## config.mk

```make
export PLATFORM = sky130hd
export DESIGN_NAME = owr_front_flat
export DESIGN_NICKNAME = d
export VERILOG_FILES = /design/src/rtl/owr_pkg.sv /design/src/rtl/owr_if.sv /design/src/rtl/owr_front.sv /design/src/flat_wrapper.sv
export SDC_FILE = /design/constraint.sdc
export NUM_CORES = 1
export LEC_CHECK = 0
export BUFFER_PORTS_ARGS = -buffer_cell sky130_fd_sc_hd__buf_4
export CORE_AREA = 8 8 45 47
export CTS_CLUSTER_SIZE = 24
export DETAILED_ROUTE_END_ITERATION = 10
export DIE_AREA = 0 0 53 55
export GPL_TIMING_DRIVEN = 0
export MAX_ROUTING_LAYER = met4
export PLACE_DENSITY = 0.49
export SLEW_MARGIN = 20
export SYNTH_ARGS = -nofsm -noshare
export SYNTH_HDL_FRONTEND = slang
export SYNTH_SLANG_ARGS = --single-unit
```

## constraint.sdc

```tcl
create_clock -name clk -period 1.7 [get_ports clk]
set_input_delay 0.17 -clock clk [delete_from_list [all_inputs] [get_ports clk]]
set_output_delay 0.17 -clock clk [all_outputs]
set_load 0.1 [all_outputs]
```

## src/rtl/owr_pkg.sv

```systemverilog
// ----------------------------------------------------------------------------
// owr_pkg
// Shared types, constants and helpers of the 1-wire temperature reader.
// ----------------------------------------------------------------------------
package owr_pkg;

  localparam int BITS_PER_BYTE   = 8;
  localparam int BIT_IDX_W       = 3;
  localparam int BYTE_IDX_W      = 3;
  localparam int TICK_W          = 20;
  localparam int CFG_IDX_W       = 3;
  localparam int CFG_DATA_W      = 20;
  localparam int OWR_QUEUE_DEPTH = 2;

  localparam logic [7:0] CMD_SKIP_ROM     = 8'hCC;
  localparam logic [7:0] CMD_CONVERT      = 8'h44;
  localparam logic [7:0] CMD_READ_SCRATCH = 8'hBE;

  localparam logic [9:0]  RST_RESET_LOW     = 10'd480;
  localparam logic [7:0]  RST_PRESENCE_WAIT = 8'd80;
  localparam logic [9:0]  RST_RESET_TAIL    = 10'd400;
  localparam logic [7:0]  RST_SLOT          = 8'd50;
  localparam logic [15:0] RST_CMD_GAP       = 16'd1000;
  localparam logic [19:0] RST_CONV_WAIT     = 20'd800000;

  typedef enum logic [CFG_IDX_W-1:0] {
    REG_RESET_LOW     = 3'd0,
    REG_PRESENCE_WAIT = 3'd1,
    REG_RESET_TAIL    = 3'd2,
    REG_SLOT          = 3'd3,
    REG_CMD_GAP       = 3'd4,
    REG_CONV_WAIT     = 3'd5
  } cfg_reg_t;

  typedef struct packed {
    logic start_req;
    logic line_in;
  } item_t;

  typedef struct packed {
    logic        drive_low;
    logic        busy_res;
    logic        done_res;
    logic        status;
    logic [15:0] temperature_raw;
  } result_t;

  typedef struct packed {
    logic [9:0]  reset_low_ticks;
    logic [7:0]  presence_wait_ticks;
    logic [9:0]  reset_tail_ticks;
    logic [7:0]  slot_ticks;
    logic [15:0] command_gap_ticks;
    logic [19:0] convert_wait_ticks;
  } cfg_t;

  // Command byte sequence: skip-ROM, convert, skip-ROM, read scratchpad.
  function automatic logic [7:0] cmd_byte(input logic [1:0] idx);
    logic [7:0] b;
    case (idx)
      2'd0:    b = CMD_SKIP_ROM;
      2'd1:    b = CMD_CONVERT;
      2'd2:    b = CMD_SKIP_ROM;
      default: b = CMD_READ_SCRATCH;
    endcase
    return b;
  endfunction

endpackage

```

## src/rtl/owr_if.sv

```systemverilog
// ----------------------------------------------------------------------------
// owr_if
// Channel interfaces of the 1-wire temperature reader.
// ----------------------------------------------------------------------------
interface owr_in_if;
  logic valid;
  logic ready;
  logic start_req;
  logic line_in;

  modport source (output valid, output start_req, output line_in, input ready);
  modport sink   (input valid, input start_req, input line_in, output ready);
endinterface


```

## src/rtl/owr_front.sv

```systemverilog
// ----------------------------------------------------------------------------
// owr_front
// Accepts tick transactions and holds them in a short queue for the engine.
// ----------------------------------------------------------------------------
module owr_front import owr_pkg::*; #(
  parameter int DEPTH = OWR_QUEUE_DEPTH
) (
  input  logic    clk,
  input  logic    rst_n,
  owr_in_if.sink  in_ch,
  output item_t   q_item,
  output logic    q_valid,
  input  logic    q_pop
);

  localparam int PTR_W = (DEPTH > 1) ? $clog2(DEPTH) : 1;
  localparam int CNT_W = $clog2(DEPTH + 1);

  item_t            mem_r [DEPTH];
  logic [PTR_W-1:0] wr_ptr_r, rd_ptr_r;
  logic [CNT_W-1:0] count_r;
  logic             push;
  item_t            in_item;

  assign in_item.start_req = in_ch.start_req;
  assign in_item.line_in   = in_ch.line_in;

  assign in_ch.ready = (count_r != CNT_W'(DEPTH));
  assign push        = in_ch.valid && in_ch.ready;
  assign q_valid     = (count_r != '0);
  assign q_item      = mem_r[rd_ptr_r];

  always_ff @(posedge clk) begin
    if (push) begin
      mem_r[wr_ptr_r] <= in_item;
    end
  end

  always_ff @(posedge clk) begin
    if (!rst_n) begin
      wr_ptr_r <= '0;
      rd_ptr_r <= '0;
      count_r  <= '0;
    end else begin
      if (push) begin
        wr_ptr_r <= (wr_ptr_r == PTR_W'(DEPTH - 1)) ? '0 : wr_ptr_r + 1'b1;
      end
      if (q_pop) begin
        rd_ptr_r <= (rd_ptr_r == PTR_W'(DEPTH - 1)) ? '0 : rd_ptr_r + 1'b1;
      end
      if (push && !q_pop) begin
        count_r <= count_r + 1'b1;
      end else if (!push && q_pop) begin
        count_r <= count_r - 1'b1;
      end
    end
  end

endmodule

```

## src/flat_wrapper.sv

```systemverilog
// flat-port wrapper written by rule: the top's interface ports become plain ports
module owr_front_flat import owr_pkg::*;
#(
  parameter int DEPTH = OWR_QUEUE_DEPTH
)
  (clk, rst_n, q_item, q_valid, q_pop, in_ch_valid, in_ch_start_req, in_ch_line_in, in_ch_ready);
  owr_in_if in_ch_i ();
  input  logic clk;
  input  logic rst_n;
  output item_t q_item;
  output logic q_valid;
  input  logic q_pop;
  input wire logic [$bits(in_ch_i.valid)-1:0] in_ch_valid;
  input wire logic [$bits(in_ch_i.start_req)-1:0] in_ch_start_req;
  input wire logic [$bits(in_ch_i.line_in)-1:0] in_ch_line_in;
  output wire logic [$bits(in_ch_i.ready)-1:0] in_ch_ready;
  assign in_ch_i.valid = in_ch_valid;
  assign in_ch_i.start_req = in_ch_start_req;
  assign in_ch_i.line_in = in_ch_line_in;
  assign in_ch_ready = in_ch_i.ready;
  owr_front #(.DEPTH(DEPTH)) u_core (.clk(clk), .rst_n(rst_n), .in_ch(in_ch_i), .q_item(q_item), .q_valid(q_valid), .q_pop(q_pop));
endmodule
```

=== Word-level counts from Yosys, hierarchy flattened ===
Memory sizes are Yosys's and may differ from the RTL's. A register that Yosys moved wholly into a read port is not among the register bits.
Cells that the tools add are included.

* $add $sub $neg: 4
* Multiply operators: 0
* Divide/modulo/power cells: 0
* Order comparisons: 0
* Eq/ne operators: 1
* Shift-type cells: 0
* Mux-type cells: 8
* Bitwise logic cells: 0
* Reductions and logical operators: 7

{| class="wikitable"
|+ Operators with widths
! cell !! number
|-
| two-way mux 1 bit || 6
|-
| two-way mux 2 bit || 2
|-
| nonzero test 2 bit || 2
|-
| logical AND 1 bit || 3
|-
| adder 1 bit, second input constant || 2
|-
| adder 2 x 1 -> 2 bit, second input constant || 1
|-
| zero test 1 bit || 2
|-
| != test 2 bit, second input constant || 1
|-
| subtractor 2 x 1 -> 2 bit, second input constant || 1
|}

* Bits in registers: 4
* Bits in latches: 0
* RAM bits: 4
* Memory bits (read-only): 0
* Bits of input ports: 6
* Output and inout port bits: 4
* Memories: 1

{| class="wikitable"
|+ Memory list
! name !! depth !! bits a word !! read ports !! clocked after memory_dff !! wr ports !! RTL line !! source
|-
| u_core.mem_r || 2 || 2 || 1 || 1 || 1 || owr_front.sv:19 || <nowiki>item_t mem_r [DEPTH];</nowiki>
|}

=== Depth between registers and ports, before layout ===
* Depth in word-level cells: 6
* Mapped depth: 6

=== Worst setup path before layout ===
No wires, ideal clock.

* Kind: flip-flop to flip-flop
* Start point: reg u_core.count_r[0]
* End point: reg u_core.count_r[1]
* Arrival: 1617 ps
* Path slack: 14 ps
* Cell stages (with the launch flop): 6
* Path buffers: 0
* Period minus slack after synthesis: 1686 ps
* Cells stage by stage: dfxtp_1 > nand2b_4 > and2_1 > ha_1 > or3_1 > a21oi_1

* Longest elaborated chain between the ends: 5
* Elaborated cells on any way between the ends: 10
* Those cells by class: add/sub (2); eq/ne (1); mux (2); reduce/logical (5)

{| class="wikitable"
|+ Ends and longest elaborated chain
! element !! RTL line !! source
|-
| start: declaration || owr_front.sv:21 || <nowiki>logic [CNT_W-1:0] count_r;</nowiki>
|-
| start signal: assignment || owr_front.sv:52 || <nowiki>count_r <= count_r + 1'b1;</nowiki>
|-
| start signal: assignment || owr_front.sv:54 || <nowiki>count_r <= count_r - 1'b1;</nowiki>
|-
| != test 2 bit (*) || owr_front.sv:28 || <nowiki>assign in_ch.ready = (count_r != CNT_W'(DEPTH));</nowiki>
|-
| named net in_ch_ready || flat_wrapper.sv:16 || <nowiki>output wire logic [$bits(in_ch_i.ready)-1:0] in_ch_ready;</nowiki>
|-
| logical AND 1 bit (*) || owr_front.sv:29 || <nowiki>assign push = in_ch.valid && in_ch.ready;</nowiki>
|-
| zero test 1 bit || owr_front.sv:53 || <nowiki>end else if (!push && q_pop) begin</nowiki>
|-
| logical AND 1 bit || owr_front.sv:53 ||
|-
| nonzero test 2 bit (no source line) || - ||
|}

The timed path passes the listed nets; every way through them passes the cells marked *. The select of a mux whose other input is x is not followed.
A chain may end at the register's enable or synchronous reset.

=== Worst setup path after layout ===
* Start point: reg u_core.count_r[0]
* End point: reg u_core.count_r[1]

* Longest elaborated chain between the ends: 5
* Elaborated cells on any way between the ends: 10
* Those cells by class: add/sub (2); eq/ne (1); mux (2); reduce/logical (5)

{| class="wikitable"
|+ Ends and longest elaborated chain
! element
|-
| branches (longest 5 deep; another with subtractor 2 x 1 -> 2 bit)
|}

Several ways; the timed one is not identified. The select of a mux whose other input is x is not followed.

==> flow_summary.ini <==
[setup_path]
end_kind = flop
slowest_delay_ns = 0.35
worstSetupStartpoint = u_core.count_r[0]$_SDFFE_PN0P_
criticalPathCategory = flop to flop
critPathRequiredTime_ns = 1.89
crit_arrival_ns = 1.73
cp_num_buf_inv = 0
start_kind = flop
path_cells = nand2b_4 -> and2_1 -> ha_1 -> or3_1 -> a21oi_1
critPathMaxFanout = 5
r2r_start = u_core.count_r[0]$_SDFFE_PN0P_
crit_slowest_cell = or3_1
path_delay_family = simple AND/OR/NAND/NOR gates

[place]
dp_hpwl_um = 529
place_congestion = 0.602
io_buffers = 9
post-place-ws_ns = 0.159

[clock_network]
cts.sinks = 9
root_buffer = clkbuf_4
cts_made_buffers = 3
ctsResizeCount = 0
cts_setup_buffers = 0
clk_path_buf_depth = 2
cts_tree = done
cts.clk_slew.worst_paths_ns = 0.06
clk_latency_ns = 0.25
htreeDepth = 1
cts_hold_buf = 0

[global_route]
grt_start_max_net_pins = 6
grt_pass1_wl_um = 979
overflow = 0
grt_util_all_layers_pct = 4.93
grt_pass1_vias = 268
antenna_found_initial = 0

[finish]
nets = 52
num_antenna_cells = 0
fillers = 149
area_delta_synth_final_pct = 30.3
layout-drive-gt1-share_pct = 38.6

[timing]
rsz0062_at_grt = false
fin_tns_setup_ns = 0
whs_ns = 0.0982
fin_crit_sh_pct = 90.8
finalSetupViolCount = 0
tightest_slew_ns = 0.281
fin_ws_ns = 0.156
slew_headroom_pct = 81.4
slew_viol_final = 0
fin_crit_ns = 1.54
hold_violations = 0
clock-skew-final_ns = 0.00517
fmax_ghz = 0.648

[logic_synthesis]
syn_area_um2 = 375
synth_common_cells = 5 x dfxtp_1, 4 x edfxtp_1, 3 x inv_1, 3 x nor2_1
synth.most_common_cell = dfxtp_1
synth_edf_count = 4
yosysUniqueCellTypes = 17
ys_seq_area_share_pct = 58.7
syn_area_per_cell_um2 = 12.1
synth.net_count = 38
synth_top_cell_area_share_pct = 32.0
yosys_warnings = 0
async_reset_ff_share_pct = 0
synth_area_leader_cell = edfxtp_1
synth_area_leaders = edfxtp_1 32%, dfxtp_1 27%, mux2_2 6.0%
yosys_register_bits = 9
ys.flop_type = dfxtp_1
syn_inst = 31

[floorplanning]
start_util_pct = 27.1
std_cell_rows = 14
core_mm2 = 0.00138
die_w_um = 53
die_y_um = 55
design.die.area_mm2 = 0.00292
pin_count = 10

[min_path]
holdCritStartpoint = in_ch_start_req
min_path_type = input pin to flop

[pwr]
cellPowerDensity_mw_per_mm2 = 1520
p_total_uw = 744
vdd_drop_max_mv = 0.684
p_leak_uw = 0.000218

[detailed_routing]
vias = 255
drtIter0Drc = 3
antenna_left = 0
drtPass1Iterations = 3
vias_per_cell = 4.25
drc_errors = 0
drt-total-wl_um = 644
post_drt_wl_per_cell_um = 10.7

[outcome]
status = finished clean

[run]
cap_violations = 0
-- worst reg2reg max path, stage by stage, from the launching register on --
cell      delay, ns
dfxtp_1        0.34
nand2b_4       0.17
and2_1         0.17
ha_1           0.31
or3_1          0.35
a21oi_1        0.14
-- cell type report --
type	instances	area, µm²	area share, %
clock buffers	4	26.3	5.37
inverters	3	11.3	2.30
multi-input cells	19	144	29.4
flip-flops and latches	9	220	45.0
well taps	16	20.0	4.09
repair buffers	9	67.6	13.8
-- per-layer routing --
| layer | share of wire, % | vias to the layer above | GRT usage [%] |
|---|---|---|---|
| met1 | 38 | 121 | 3.55 |
| met2 | 55 | 5 | 8.79 |
| met5 | 0 | - | - |
| met4 | 0 | 0 | 3.88 |
| li1 | - | 129 | - |
| met3 | 6.7 | 0 | 2.67 |
-- through the flow --
| stage | area (µm²) | util, % | std cells |
|---|---|---|---|
| floorplan | 375 | - | 31 |
| global placement | 463 | 33.5 | 56 |
| detailed placement | 463 | 33.5 | 56 |
| CTS | 489 | 35.4 | 60 |
| global route | 489 | 35.4 | 60 |
| finish | 489 | 35.4 | 60 |
-- report_power, final --
group | switching [µW] | internal [µW]
Clock | 69.9 | 90.1
Sequential | 21.3 | 258
Combinational | 216 | 88.4
Total | 307 | 437
-- cell usage in the layout, fill, tap and decap left out, drive strengths merged --
master	netlist	final
nand2b	1	1
inv	3	3
nor2	3	3
or3	1	1
xnor2	1	1
nand3b	1	1
dfxtp	5	5
and2	1	1
xor2	2	2
a21bo	1	1
clkbuf	0	4
a21oi	2	2
and3	1	1
buf	0	9
or2	1	1
edfxtp	4	4
ha	1	1
o21ai	1	1
mux2	2	2
-- cells by family (layout without fill, tap and decap cells) --
| kind of cell | Yosys count | in the layout | share of synthesized area (%) |
|---|---|---|---|
| buf+inv | 3 | 16 | 3.00 |
| fa+ha+maj | 1 | 1 | 3.33 |
| xor+xnor | 3 | 3 | 7.00 |
| simple gates | 9 | 9 | 15.3 |
| mux | 2 | 2 | 6.00 |
| compound gates | 4 | 4 | 6.67 |
| flops | 9 | 9 | 58.7 |
-- path summary, 6_finish.rpt --
path	slack, ns	cells past startpoint	endpoint
max reg2reg	0.16	5	u_core.count_r[1]$_SDFFE_PN0P_
min reg2reg	0.52	2	flop
max	0.16	5	u_core.count_r[1]$_SDFFE_PN0P_
min	0.1	1	u_core.mem_r[1][1]$_DFFE_PP_
No activity file was read; power rests on OpenSTA's default activity.
