File: src/rtl/owr_pkg.sv
// ----------------------------------------------------------------------------
// owr_pkg
// Shared types, constants and helpers of the 1-wire temperature reader.
// ----------------------------------------------------------------------------
package owr_pkg;

  localparam int BITS_PER_BYTE   = 8;
  localparam int BIT_IDX_W       = 3;
  localparam int BYTE_IDX_W      = 3;
  localparam int TICK_W          = 20;
  localparam int CFG_IDX_W       = 3;
  localparam int CFG_DATA_W      = 20;
  localparam int OWR_QUEUE_DEPTH = 2;

  localparam logic [7:0] CMD_SKIP_ROM     = 8'hCC;
  localparam logic [7:0] CMD_CONVERT      = 8'h44;
  localparam logic [7:0] CMD_READ_SCRATCH = 8'hBE;

  localparam logic [9:0]  RST_RESET_LOW     = 10'd480;
  localparam logic [7:0]  RST_PRESENCE_WAIT = 8'd80;
  localparam logic [9:0]  RST_RESET_TAIL    = 10'd400;
  localparam logic [7:0]  RST_SLOT          = 8'd50;
  localparam logic [15:0] RST_CMD_GAP       = 16'd1000;
  localparam logic [19:0] RST_CONV_WAIT     = 20'd800000;

  typedef enum logic [CFG_IDX_W-1:0] {
    REG_RESET_LOW     = 3'd0,
    REG_PRESENCE_WAIT = 3'd1,
    REG_RESET_TAIL    = 3'd2,
    REG_SLOT          = 3'd3,
    REG_CMD_GAP       = 3'd4,
    REG_CONV_WAIT     = 3'd5
  } cfg_reg_t;

  typedef struct packed {
    logic start_req;
    logic line_in;
  } item_t;

  typedef struct packed {
    logic        drive_low;
    logic        busy_res;
    logic        done_res;
    logic        status;
    logic [15:0] temperature_raw;
  } result_t;

  typedef struct packed {
    logic [9:0]  reset_low_ticks;
    logic [7:0]  presence_wait_ticks;
    logic [9:0]  reset_tail_ticks;
    logic [7:0]  slot_ticks;
    logic [15:0] command_gap_ticks;
    logic [19:0] convert_wait_ticks;
  } cfg_t;

  // Command byte sequence: skip-ROM, convert, skip-ROM, read scratchpad.
  function automatic logic [7:0] cmd_byte(input logic [1:0] idx);
    logic [7:0] b;
    case (idx)
      2'd0:    b = CMD_SKIP_ROM;
      2'd1:    b = CMD_CONVERT;
      2'd2:    b = CMD_SKIP_ROM;
      default: b = CMD_READ_SCRATCH;
    endcase
    return b;
  endfunction

endpackage

File: src/rtl/owr_if.sv


interface owr_out_if;
  logic        valid;
  logic        ready;
  logic        drive_low;
  logic        busy_res;
  logic        done_res;
  logic        status;
  logic [15:0] temperature_raw;

  modport source (output valid, output drive_low, output busy_res, output done_res,
                  output status, output temperature_raw, input ready);
  modport sink   (input valid, input drive_low, input busy_res, input done_res,
                  input status, input temperature_raw, output ready);
endinterface


File: src/rtl/owr_back.sv
// ----------------------------------------------------------------------------
// owr_back
// Bus sequencer: runs one tick per transaction and registers the result.
// ----------------------------------------------------------------------------
module owr_back import owr_pkg::*; (
  input  logic      clk,
  input  logic      rst_n,
  input  cfg_t      cfg_i,
  input  item_t     q_item,
  input  logic      q_valid,
  output logic      q_pop,
  owr_out_if.source out_ch
);

  typedef enum logic [3:0] {
    PH_IDLE, PH_RLOW, PH_RWAIT, PH_RTAIL, PH_GAP, PH_WRITE, PH_CONV, PH_READ
  } phase_t;

  phase_t                phase_r, phase_nxt, ph_cur;
  logic [TICK_W-1:0]     tick_r, tick_nxt, tick_cur;
  logic [BIT_IDX_W-1:0]  bit_r, bit_nxt, bit_cur;
  logic [BYTE_IDX_W-1:0] byte_r, byte_nxt, byte_cur, byte_inc;
  logic [7:0]            shift_r, shift_nxt, shift_cur;
  logic [7:0]            low_r, low_nxt;
  logic [15:0]           reading_r, reading_nxt;
  logic                  status_r, status_nxt;
  result_t               out_r, result;
  logic                  out_valid_r;

  logic [TICK_W:0]       tick_p1;
  logic [TICK_W:0]       low_lim, tail_lim, conv_lim;
  logic [7:0]            slot_lim;
  logic [7:0]            cmd;
  logic                  slot_end, bit_last, drv, done;

  assign q_pop = q_valid && (!out_valid_r || out_ch.ready);

  assign out_ch.valid           = out_valid_r;
  assign out_ch.drive_low       = out_r.drive_low;
  assign out_ch.busy_res        = out_r.busy_res;
  assign out_ch.done_res        = out_r.done_res;
  assign out_ch.status          = out_r.status;
  assign out_ch.temperature_raw = out_r.temperature_raw;

  assign low_lim  = (cfg_i.reset_low_ticks == '0) ? (TICK_W+1)'(1)
                                                  : (TICK_W+1)'(cfg_i.reset_low_ticks);
  assign tail_lim = (cfg_i.reset_tail_ticks == '0) ? (TICK_W+1)'(1)
                                                   : (TICK_W+1)'(cfg_i.reset_tail_ticks);
  assign conv_lim = (cfg_i.convert_wait_ticks == '0) ? (TICK_W+1)'(1)
                                                     : (TICK_W+1)'(cfg_i.convert_wait_ticks);
  assign slot_lim = (cfg_i.slot_ticks < 8'd2) ? 8'd2 : cfg_i.slot_ticks;

  always_comb begin
    ph_cur    = phase_r;
    tick_cur  = tick_r;
    bit_cur   = bit_r;
    byte_cur  = byte_r;
    shift_cur = shift_r;
    if (phase_r == PH_IDLE && q_item.start_req) begin
      ph_cur    = PH_RLOW;
      tick_cur  = '0;
      bit_cur   = '0;
      byte_cur  = '0;
      shift_cur = '0;
    end

    tick_p1  = {1'b0, tick_cur} + (TICK_W+1)'(1);
    slot_end = (tick_cur >= TICK_W'(slot_lim));
    bit_last = (bit_cur == BIT_IDX_W'(BITS_PER_BYTE - 1));
    byte_inc = byte_cur + 1'b1;
    cmd      = cmd_byte(byte_cur[1:0]);

    phase_nxt   = ph_cur;
    tick_nxt    = tick_cur;
    bit_nxt     = bit_cur;
    byte_nxt    = byte_cur;
    shift_nxt   = shift_cur;
    low_nxt     = low_r;
    reading_nxt = reading_r;
    status_nxt  = status_r;
    drv         = 1'b0;
    done        = 1'b0;

    unique case (ph_cur)
      PH_IDLE: ;
      PH_RLOW: begin
        drv = 1'b1;
        if (tick_p1 >= low_lim) begin
          phase_nxt = PH_RWAIT;
          tick_nxt  = '0;
        end else begin
          tick_nxt = tick_p1[TICK_W-1:0];
        end
      end
      PH_RWAIT: begin
        if (tick_cur >= TICK_W'(cfg_i.presence_wait_ticks)) begin
          status_nxt = q_item.line_in;
          phase_nxt  = PH_RTAIL;
          tick_nxt   = '0;
        end else begin
          tick_nxt = tick_p1[TICK_W-1:0];
        end
      end
      PH_RTAIL: begin
        if (tick_p1 >= tail_lim) begin
          tick_nxt = '0;
          bit_nxt  = '0;
          if (status_r) begin
            phase_nxt = PH_IDLE;
            done      = 1'b1;
          end else begin
            phase_nxt = (cfg_i.command_gap_ticks == '0) ? PH_WRITE : PH_GAP;
          end
        end else begin
          tick_nxt = tick_p1[TICK_W-1:0];
        end
      end
      PH_GAP: begin
        if (tick_p1 >= (TICK_W+1)'(cfg_i.command_gap_ticks)) begin
          phase_nxt = PH_WRITE;
          tick_nxt  = '0;
          bit_nxt   = '0;
        end else begin
          tick_nxt = tick_p1[TICK_W-1:0];
        end
      end
      PH_WRITE: begin
        if (!slot_end) begin
          drv = cmd[bit_cur] ? (tick_cur == '0) : 1'b1;
        end
        if (slot_end) begin
          tick_nxt = '0;
          if (bit_last) begin
            bit_nxt  = '0;
            byte_nxt = byte_inc;
            if (byte_inc == BYTE_IDX_W'(2)) begin
              phase_nxt = PH_CONV;
            end else if (byte_inc >= BYTE_IDX_W'(4)) begin
              phase_nxt = PH_READ;
            end
          end else begin
            bit_nxt = bit_cur + 1'b1;
          end
        end else begin
          tick_nxt = tick_p1[TICK_W-1:0];
        end
      end
      PH_CONV: begin
        if (tick_p1 >= conv_lim) begin
          phase_nxt = PH_RLOW;
          tick_nxt  = '0;
        end else begin
          tick_nxt = tick_p1[TICK_W-1:0];
        end
      end
      PH_READ: begin
        drv = (tick_cur == '0);
        if (tick_cur == TICK_W'(2)) begin
          shift_nxt = shift_cur | (8'(q_item.line_in) << bit_cur);
        end
        if (slot_end) begin
          tick_nxt = '0;
          if (bit_last) begin
            bit_nxt = '0;
            if (byte_cur == BYTE_IDX_W'(4)) begin
              low_nxt   = shift_nxt;
              shift_nxt = '0;
              byte_nxt  = BYTE_IDX_W'(5);
            end else begin
              reading_nxt = {shift_nxt, low_r};
              status_nxt  = 1'b0;
              phase_nxt   = PH_IDLE;
              done        = 1'b1;
            end
          end else begin
            bit_nxt = bit_cur + 1'b1;
          end
        end else begin
          tick_nxt = tick_p1[TICK_W-1:0];
        end
      end
      default: begin
        phase_nxt = PH_IDLE;
        tick_nxt  = '0;
      end
    endcase

    result.drive_low       = drv;
    result.busy_res        = (ph_cur != PH_IDLE);
    result.done_res        = done;
    result.status          = status_nxt;
    result.temperature_raw = reading_nxt;
  end

  always_ff @(posedge clk) begin
    if (!rst_n) begin
      phase_r     <= PH_IDLE;
      tick_r      <= '0;
      bit_r       <= '0;
      byte_r      <= '0;
      shift_r     <= '0;
      low_r       <= '0;
      reading_r   <= '0;
      status_r    <= 1'b0;
      out_valid_r <= 1'b0;
    end else begin
      if (q_pop) begin
        phase_r     <= phase_nxt;
        tick_r      <= tick_nxt;
        bit_r       <= bit_nxt;
        byte_r      <= byte_nxt;
        shift_r     <= shift_nxt;
        low_r       <= low_nxt;
        reading_r   <= reading_nxt;
        status_r    <= status_nxt;
        out_valid_r <= 1'b1;
      end else if (out_ch.ready) begin
        out_valid_r <= 1'b0;
      end
    end
  end

  always_ff @(posedge clk) begin
    if (q_pop) begin
      out_r <= result;
    end
  end

endmodule

File: src/flat_wrapper.sv
// flat-port wrapper written by rule: the top's interface ports become plain ports
module owr_back_flat import owr_pkg::*;
  (clk, rst_n, cfg_i, q_item, q_valid, q_pop, out_ch_valid, out_ch_drive_low, out_ch_busy_res, out_ch_done_res, out_ch_status, out_ch_temperature_raw, out_ch_ready);
  owr_out_if out_ch_i ();
  input  logic clk;
  input  logic rst_n;
  input  cfg_t cfg_i;
  input  item_t q_item;
  input  logic q_valid;
  output logic q_pop;
  output wire logic [$bits(out_ch_i.valid)-1:0] out_ch_valid;
  output wire logic [$bits(out_ch_i.drive_low)-1:0] out_ch_drive_low;
  output wire logic [$bits(out_ch_i.busy_res)-1:0] out_ch_busy_res;
  output wire logic [$bits(out_ch_i.done_res)-1:0] out_ch_done_res;
  output wire logic [$bits(out_ch_i.status)-1:0] out_ch_status;
  output wire logic [$bits(out_ch_i.temperature_raw)-1:0] out_ch_temperature_raw;
  input wire logic [$bits(out_ch_i.ready)-1:0] out_ch_ready;
  assign out_ch_valid = out_ch_i.valid;
  assign out_ch_drive_low = out_ch_i.drive_low;
  assign out_ch_busy_res = out_ch_i.busy_res;
  assign out_ch_done_res = out_ch_i.done_res;
  assign out_ch_status = out_ch_i.status;
  assign out_ch_temperature_raw = out_ch_i.temperature_raw;
  assign out_ch_i.ready = out_ch_ready;
  owr_back u_core (.clk(clk), .rst_n(rst_n), .cfg_i(cfg_i), .q_item(q_item), .q_valid(q_valid), .q_pop(q_pop), .out_ch(out_ch_i));
endmodule
File: config.mk
export PLATFORM = sky130hd
export DESIGN_NAME = owr_back_flat
export DESIGN_NICKNAME = d
export VERILOG_FILES = /design/src/rtl/owr_pkg.sv /design/src/rtl/owr_if.sv /design/src/rtl/owr_back.sv /design/src/flat_wrapper.sv
export SDC_FILE = /design/constraint.sdc
export NUM_CORES = 1
export LEC_CHECK = 0
export BUFFER_PORTS_ARGS = -buffer_cell sky130_fd_sc_hd__buf_2
export CAP_MARGIN = 5
export CELL_PAD_IN_SITES_DETAIL_PLACEMENT = 2
export CELL_PAD_IN_SITES_GLOBAL_PLACEMENT = 2
export CORE_AREA = 2 2 149 151
export DETAILED_ROUTE_END_ITERATION = 8
export DIE_AREA = 0 0 151 153
export MAX_ROUTING_LAYER = met4
export PLACE_DENSITY_LB_ADDON = 0.15
export SLEW_MARGIN = 25
export SYNTH_ARGS = -nofsm -noshare
export SYNTH_HDL_FRONTEND = slang
export SYNTH_SLANG_ARGS = --single-unit
File: constraint.sdc
create_clock -name clk -period 5 [get_ports clk]
set_input_delay 0.25 -clock clk [delete_from_list [all_inputs] [get_ports clk]]
set_output_delay 0.25 -clock clk [all_outputs]
set_load 0.005 [all_outputs]
== Word level (Yosys, flattened, before mapping) ==
Cells that the tools add are included.

* Bits in registers: 84
* Input port bits: 78
* Output and inout bits: 22
* Logic and storage cells: 128

* Add/subtract/negate cells: 3
* $lt $le $gt $ge: 9
* Equality and inequality tests: 13
* Shift operators: 1
* Multiplexer cells: 70
* Bitwise operators: 1
* Reductions and logical operators: 17

{| class="wikitable"
|+ Operators with widths
! cell !! count
|-
| 20-bit two-way mux || 8
|-
| 20-bit one-hot mux with 7 select lines || 1
|-
| 16-bit two-way mux || 4
|-
| 21-bit greater-or-equal comparator || 3
|-
| 4-bit two-way mux || 14
|-
| 8-bit two-way mux || 7
|-
| 20-bit by 8-bit greater-or-equal comparator with 1-bit output || 2
|-
| 20-bit logical NOT || 2
|-
| 3-bit two-way mux || 11
|-
| 4-bit one-hot mux with 8 select lines || 1
|-
| 20-bit by 1-bit adder with 21-bit output (second input constant) || 1
|-
| 21-bit by 16-bit greater-or-equal comparator with 1-bit output || 1
|-
| 20-bit by 2-bit equality test with 1-bit output (second input constant) || 1
|-
| 10-bit logical NOT || 2
|-
| 10-bit two-way mux || 2
|-
| 4-bit by 3-bit equality test with 1-bit output (second input constant) || 4
|-
| 16-bit logical NOT || 1
|-
| 8-bit one-hot mux with 2 select lines || 1
|-
| 1-bit two-way mux || 15
|-
| 3-bit one-hot mux with 3 select lines || 1
|-
| 4-bit by 2-bit equality test with 1-bit output (second input constant) || 2
|-
| 4-bit logical NOT || 2
|-
| 8-bit by 2-bit less-than comparator with 1-bit output (second input constant) || 1
|-
| 8-bit bitwise OR || 1
|-
| 21 further kinds || 26
|}

== Depth between registers and ports, before layout ==
* Word-level depth: 11
* Depth in mapped cells: 24
* Depth with buffers taken out: 19

== Worst setup path before layout ==
Ideal clock, no wire load.

* Kind: reg-to-reg
* Start point: register u_core.phase_r[0]
* End point: register u_core.tick_r[18]
* Library setup time: 117 ps
* Arrival: 5,340 ps
* Data required time: 4,883 ps
* Path slack: -457 ps
* Stages on the path, launching flop included: 25
* Buffers on the path: 5
* Clock period less this slack: 5,457 ps
* Path through: dfxtp_1 > clkbuf_1 > nor4_4 > nand2_1 > clkbuf_1 > clkbuf_1 > clkbuf_1 > and2_1 > ha_1 > nand4_1 > nor2_1 > xnor2_1 > nor2_1 > ha_1 > nand4_1 > a311oi_1 > a2111oi_0 > a211oi_1 > o31ai_1 > a211oi_1 > nor2_1 > o41a_1 > buf_6 > a31o_1 > a22o_1

* Cells in the longest elaborated chain, start to end: 7
* Elaborated cells on any way between the ends: 27
* Classes of those cells: 1 x add/sub; 6 x order compare; 7 x eq/ne; 9 x mux; 4 x reduce/logical

{| class="wikitable"
|+ Ends and longest elaborated chain
! element !! line !! RTL
|-
| start: declaration || owr_back.sv:19 || <nowiki>phase_t phase_r, phase_nxt, ph_cur;</nowiki>
|-
| start signal: assignment || owr_back.sv:208 || <nowiki>phase_r <= phase_nxt;</nowiki>
|-
| 4-bit logical NOT || owr_back.sv:59 || <nowiki>if (phase_r == PH_IDLE && q_item.start_req) begin</nowiki>
|-
| 1-bit logical AND || owr_back.sv:59 ||
|-
| 20-bit two-way mux || owr_back.sv:59 ||
|-
| 20-bit by 1-bit adder with 21-bit output || owr_back.sv:67 || <nowiki>tick_p1 = {1'b0, tick_cur} + (TICK_W+1)'(1);</nowiki>
|-
| 21-bit greater-or-equal comparator, or another cell as far along || owr_back.sv:149 || <nowiki>if (tick_p1 >= conv_lim) begin</nowiki>
|-
| 20-bit two-way mux (on tied branches) || -- ||
|-
| 20-bit one-hot mux with 7 select lines * || owr_back.sv:84 || <nowiki>unique case (ph_cur)</nowiki>
|-
| end signal: assignment || owr_back.sv:209 || <nowiki>tick_r <= tick_nxt;</nowiki>
|-
| end: declaration || owr_back.sv:20 || <nowiki>logic [TICK_W-1:0] tick_r, tick_nxt, tick_cur;</nowiki>
|}

Mark *: on every way between the ends. The rest lies on a longest branch, timed or not.
A chain may end at the register's enable or synchronous reset.

== Final worst setup path ==
* Start point: register u_core.phase_r[3]
* End point: register u_core.tick_r[8]

Same word-level chain as after synthesis.

==> reports/results.txt <==
CP endpoint -> u_core.tick_r[8]$_SDFFE_PN0P_
Root Buffer -> clkbuf_16
Mapped Area -> 6540 µm²
register area share after synthesis -> 28.8%
DRC Markers -> 0
initial antenna violation count -> 0
antenna-violating nets left -> 0
Netlist cell types -> 70
first-pass GRT wire length -> 38.1 mm
pin count of the biggest net entering global routing -> 49
Synth area leaders -> dfxtp_1 20%, ha_1 13%, edfxtp_1 9.2%
Clk pin slew, worst setup/hold paths -> 0.07 ns
setup TNS -> 0 ns
Total GRT Usage -> 21.5%
WL final -> 23.3 mm
hold buffer count at cts -> 0
hold_ws -> 0.162 ns
Reg power frac -> 42.1%
Worst R2R Start -> u_core.phase_r[3]$_SDFFE_PN0P_
max frequency -> 217 MHz
Main synth FF type -> dfxtp_1
startpoint types -> flop
Syn Nets -> 945
port buffer count -> 99
relative slew slack -> 42.3%
Setup CP Type -> flop to flop
# diodes -> 0
Critical Path, Cell by Cell -> nor4_4, nand2_2, and2_1, ha_1, xor2_1, ha_1, o21ai_0, a21oi_1, nor3_1, o21ai_0, maj3_1, a211o_1, a21oi_1, o41a_1, buf_4, a22o_1
DRT met1 WL -> 10.1 mm
Comb power frac -> 16.1%
ys async rst share -> 0%
crit-path max cell delay -> 0.55 ns
core area -> 21500 µm²
RSZ-0062 raised after global routing -> no
Int Pwr -> 1.23 mW
drt pass-1 iters -> 4
IO Pins -> 100
Critical Path End Type -> flop
Tot Pwr -> 1.73 mW
worst-skew pair later-pin latency -> 0.35 ns
number of max-cap violations -> 0
worst r2r dst -> u_core.tick_r[8]$_SDFFE_PN0P_
DP HPWL -> 18.7 mm
Worst VDD drop -> 0.160 mV
H-tree levels -> 3
layout cell share with drive strength beyond 1 -> 18.1%
Switching Fraction -> 28.7%
outcome -> completed
Num CTS Buffers -> 9
EDFF count, synth -> 20
Post-CTS Setup Repair Bufs -> 0
Tcrit/Tclk final -> 92.1%
Top Metal Used -> met4
utilization after layout -> 36.1%
min cycle time layout -> 4.60 ns
number of global-route vias before repair -> 7199
Starting DRT DRC Count -> 264
CP Data Arrival Time -> 4.90 ns
CTS tree -> yes
Synth Register Bits -> 84
grt ovf -> 0
clock share of power -> 41.8%
most frequent cells after synthesis -> 83 x inv_1, 71 x nand2_1, 67 x ha_1
GPL Wtd Cong -> 0.872
Via Count -> 6466
met2 routed WL -> 12.2 mm
Leak -> 3.71 nW
worst endpoint required time -> 5.30 ns
cell taking the most area after synthesis -> dfxtp_1
Critical Path Start -> u_core.phase_r[3]$_SDFFE_PN0P_
Worst path slowest cell -> xor2_1
r2r worst-path depth -> 16
Die Span Y -> 153 µm
die area -> 23100 µm²
worst-margin pin slew -> 0.863 ns
setup violators final -> 0
top-area cell type share of the netlist area -> 19.6%
clock tree buffer depth -> 2
Fin Clk Skew -> 0.00505 ns
post_cts resized -> 0
Clock Sinks -> 84
vias per cell -> 5.46
most frequent cell after synthesis -> inv_1
Final Hold Fails -> 0
R2R Setup Slk -> 0.40 ns
net switching power -> 0.497 mW
pwr dens -> 223 nW/µm²
FP Rows -> 54
worst-path fanout max -> 15
fin nets -> 1044
YS warnings -> 0
routed length on met3 -> 575 µm
Starting Density -> 30.4%
P&R area growth vs syn -> 18.5%
Die W -> 151 µm
Mapped Avg Cell Area -> 8.18 µm²
wire per inst -> 19.7 µm
Mapped Cells -> 800
worst min path class -> input port to flop
Pins Over Slew Limit -> 0
==> stage by stage <==
stage          cell area (µm²)  instances  setup WS [ns]
3_5_place_dp              7410       1168          0.238
2_1_floorplan             6550        800         0.0604
3_3_place_gp              7410       1168          0.399
5_1_grt                   7750       1184         0.0768
4_1_cts                   7730       1184          0.211
6_report                  7750       1184          0.397
==> worst max-delay path: cells and delay by family (launching register included) <==
kind | cells | cell delay [ns]
AOI/OAI and AO/OA | 7 | 1.59
adders and majority gates | 3 | 1.02
and+or+nand+nor | 4 | 0.78
xor gates and xnor gates | 1 | 0.55
DFF | 1 | 0.34
buffers and inverters | 1 | 0.27
==> final cells by class <==
type	count	area, µm²
multi-input cells	599	4220
repair buffers	122	668
flip-flops and latches	84	1880
inverters	83	312
clock buffers	10	239
fillers	2455	13700
clock inverters	6	78.8
well taps	280	350
==> power by group through the flow <==
stage | Clock (mW) | Combinational (mW) | Sequential [mW]
2_1_floorplan | 0 | 0.155 | 0.741
3_3_place_gp | 0 | 0.266 | 0.741
3_5_place_dp | 0 | 0.282 | 0.744
4_1_cts | 0.743 | 0.284 | 0.728
5_1_grt | 0.773 | 0.315 | 0.731
6_report | 0.724 | 0.279 | 0.728
==> cell usage in the layout (no fill, tap or decap), types with 17 or more instances in the layout <==
cell type	n
buf_2	99
nor2_1	59
nor3_1	26
inv_1	83
nor4_1	21
ha_1	67
a21oi_1	31
dfxtp_1	64
a22o_1	19
edfxtp_1	20
buf_4	23
o21ai_0	36
and2_1	17
nand2_1	70
==> logic make-up after synthesis <==
logic type / Yosys count / synth area share [%]
compound gates: 196 / 21.4
simple gates: 296 / 23.9
buf+inv: 117 / 7.06
mux: 18 / 2.96
xor+xnor: 18 / 2.41
flops: 84 / 28.8
fa+ha+maj: 71 / 13.4
==> state kept, by name, indices dropped and copies added (netlist names) <==
register,count
u_core.bit_r,3
u_core.tick_r,20
u_core.status_r,1
u_core.out_ch.valid,1
u_core.low_r,8
u_core.out_ch.busy_res,1
u_core.out_ch.temperature_raw,16
u_core.phase_r,4
u_core.out_ch.drive_low,1
u_core.out_ch.status,1
u_core.shift_r,8
u_core.reading_r,16
u_core.out_ch.done_res,1
u_core.byte_r,3
==> how the worst min path moves through the flow <==
stage	cells past startpoint	slack, ns	start	endpoint
global route	3	0.18	q_valid	u_core.out_ch.valid$_SDFFE_PN0P_
global placement	2	0.45	u_core.reading_r[14]$_SDFFE_PN0P_	u_core.reading_r[14]$_SDFFE_PN0P_
detailed placement	2	0.48	u_core.reading_r[14]$_SDFFE_PN0P_	u_core.reading_r[14]$_SDFFE_PN0P_
finish	3	0.16	q_valid	u_core.out_ch.valid$_SDFFE_PN0P_
floorplan	2	0.39	q_valid	u_core.out_ch.valid$_SDFFE_PN0P_
CTS	3	0.16	q_valid	u_core.out_ch.valid$_SDFFE_PN0P_
==> per-layer routing <==
layer / global-route usage (%) / vias to the layer above
met5: - / -
met2: 38.9 / 100
met1: 25.0 / 3233
li1: - / 3112
met4: 6.05 / 0
met3: 2.30 / 21
Power figures use the tool's default switching activity.
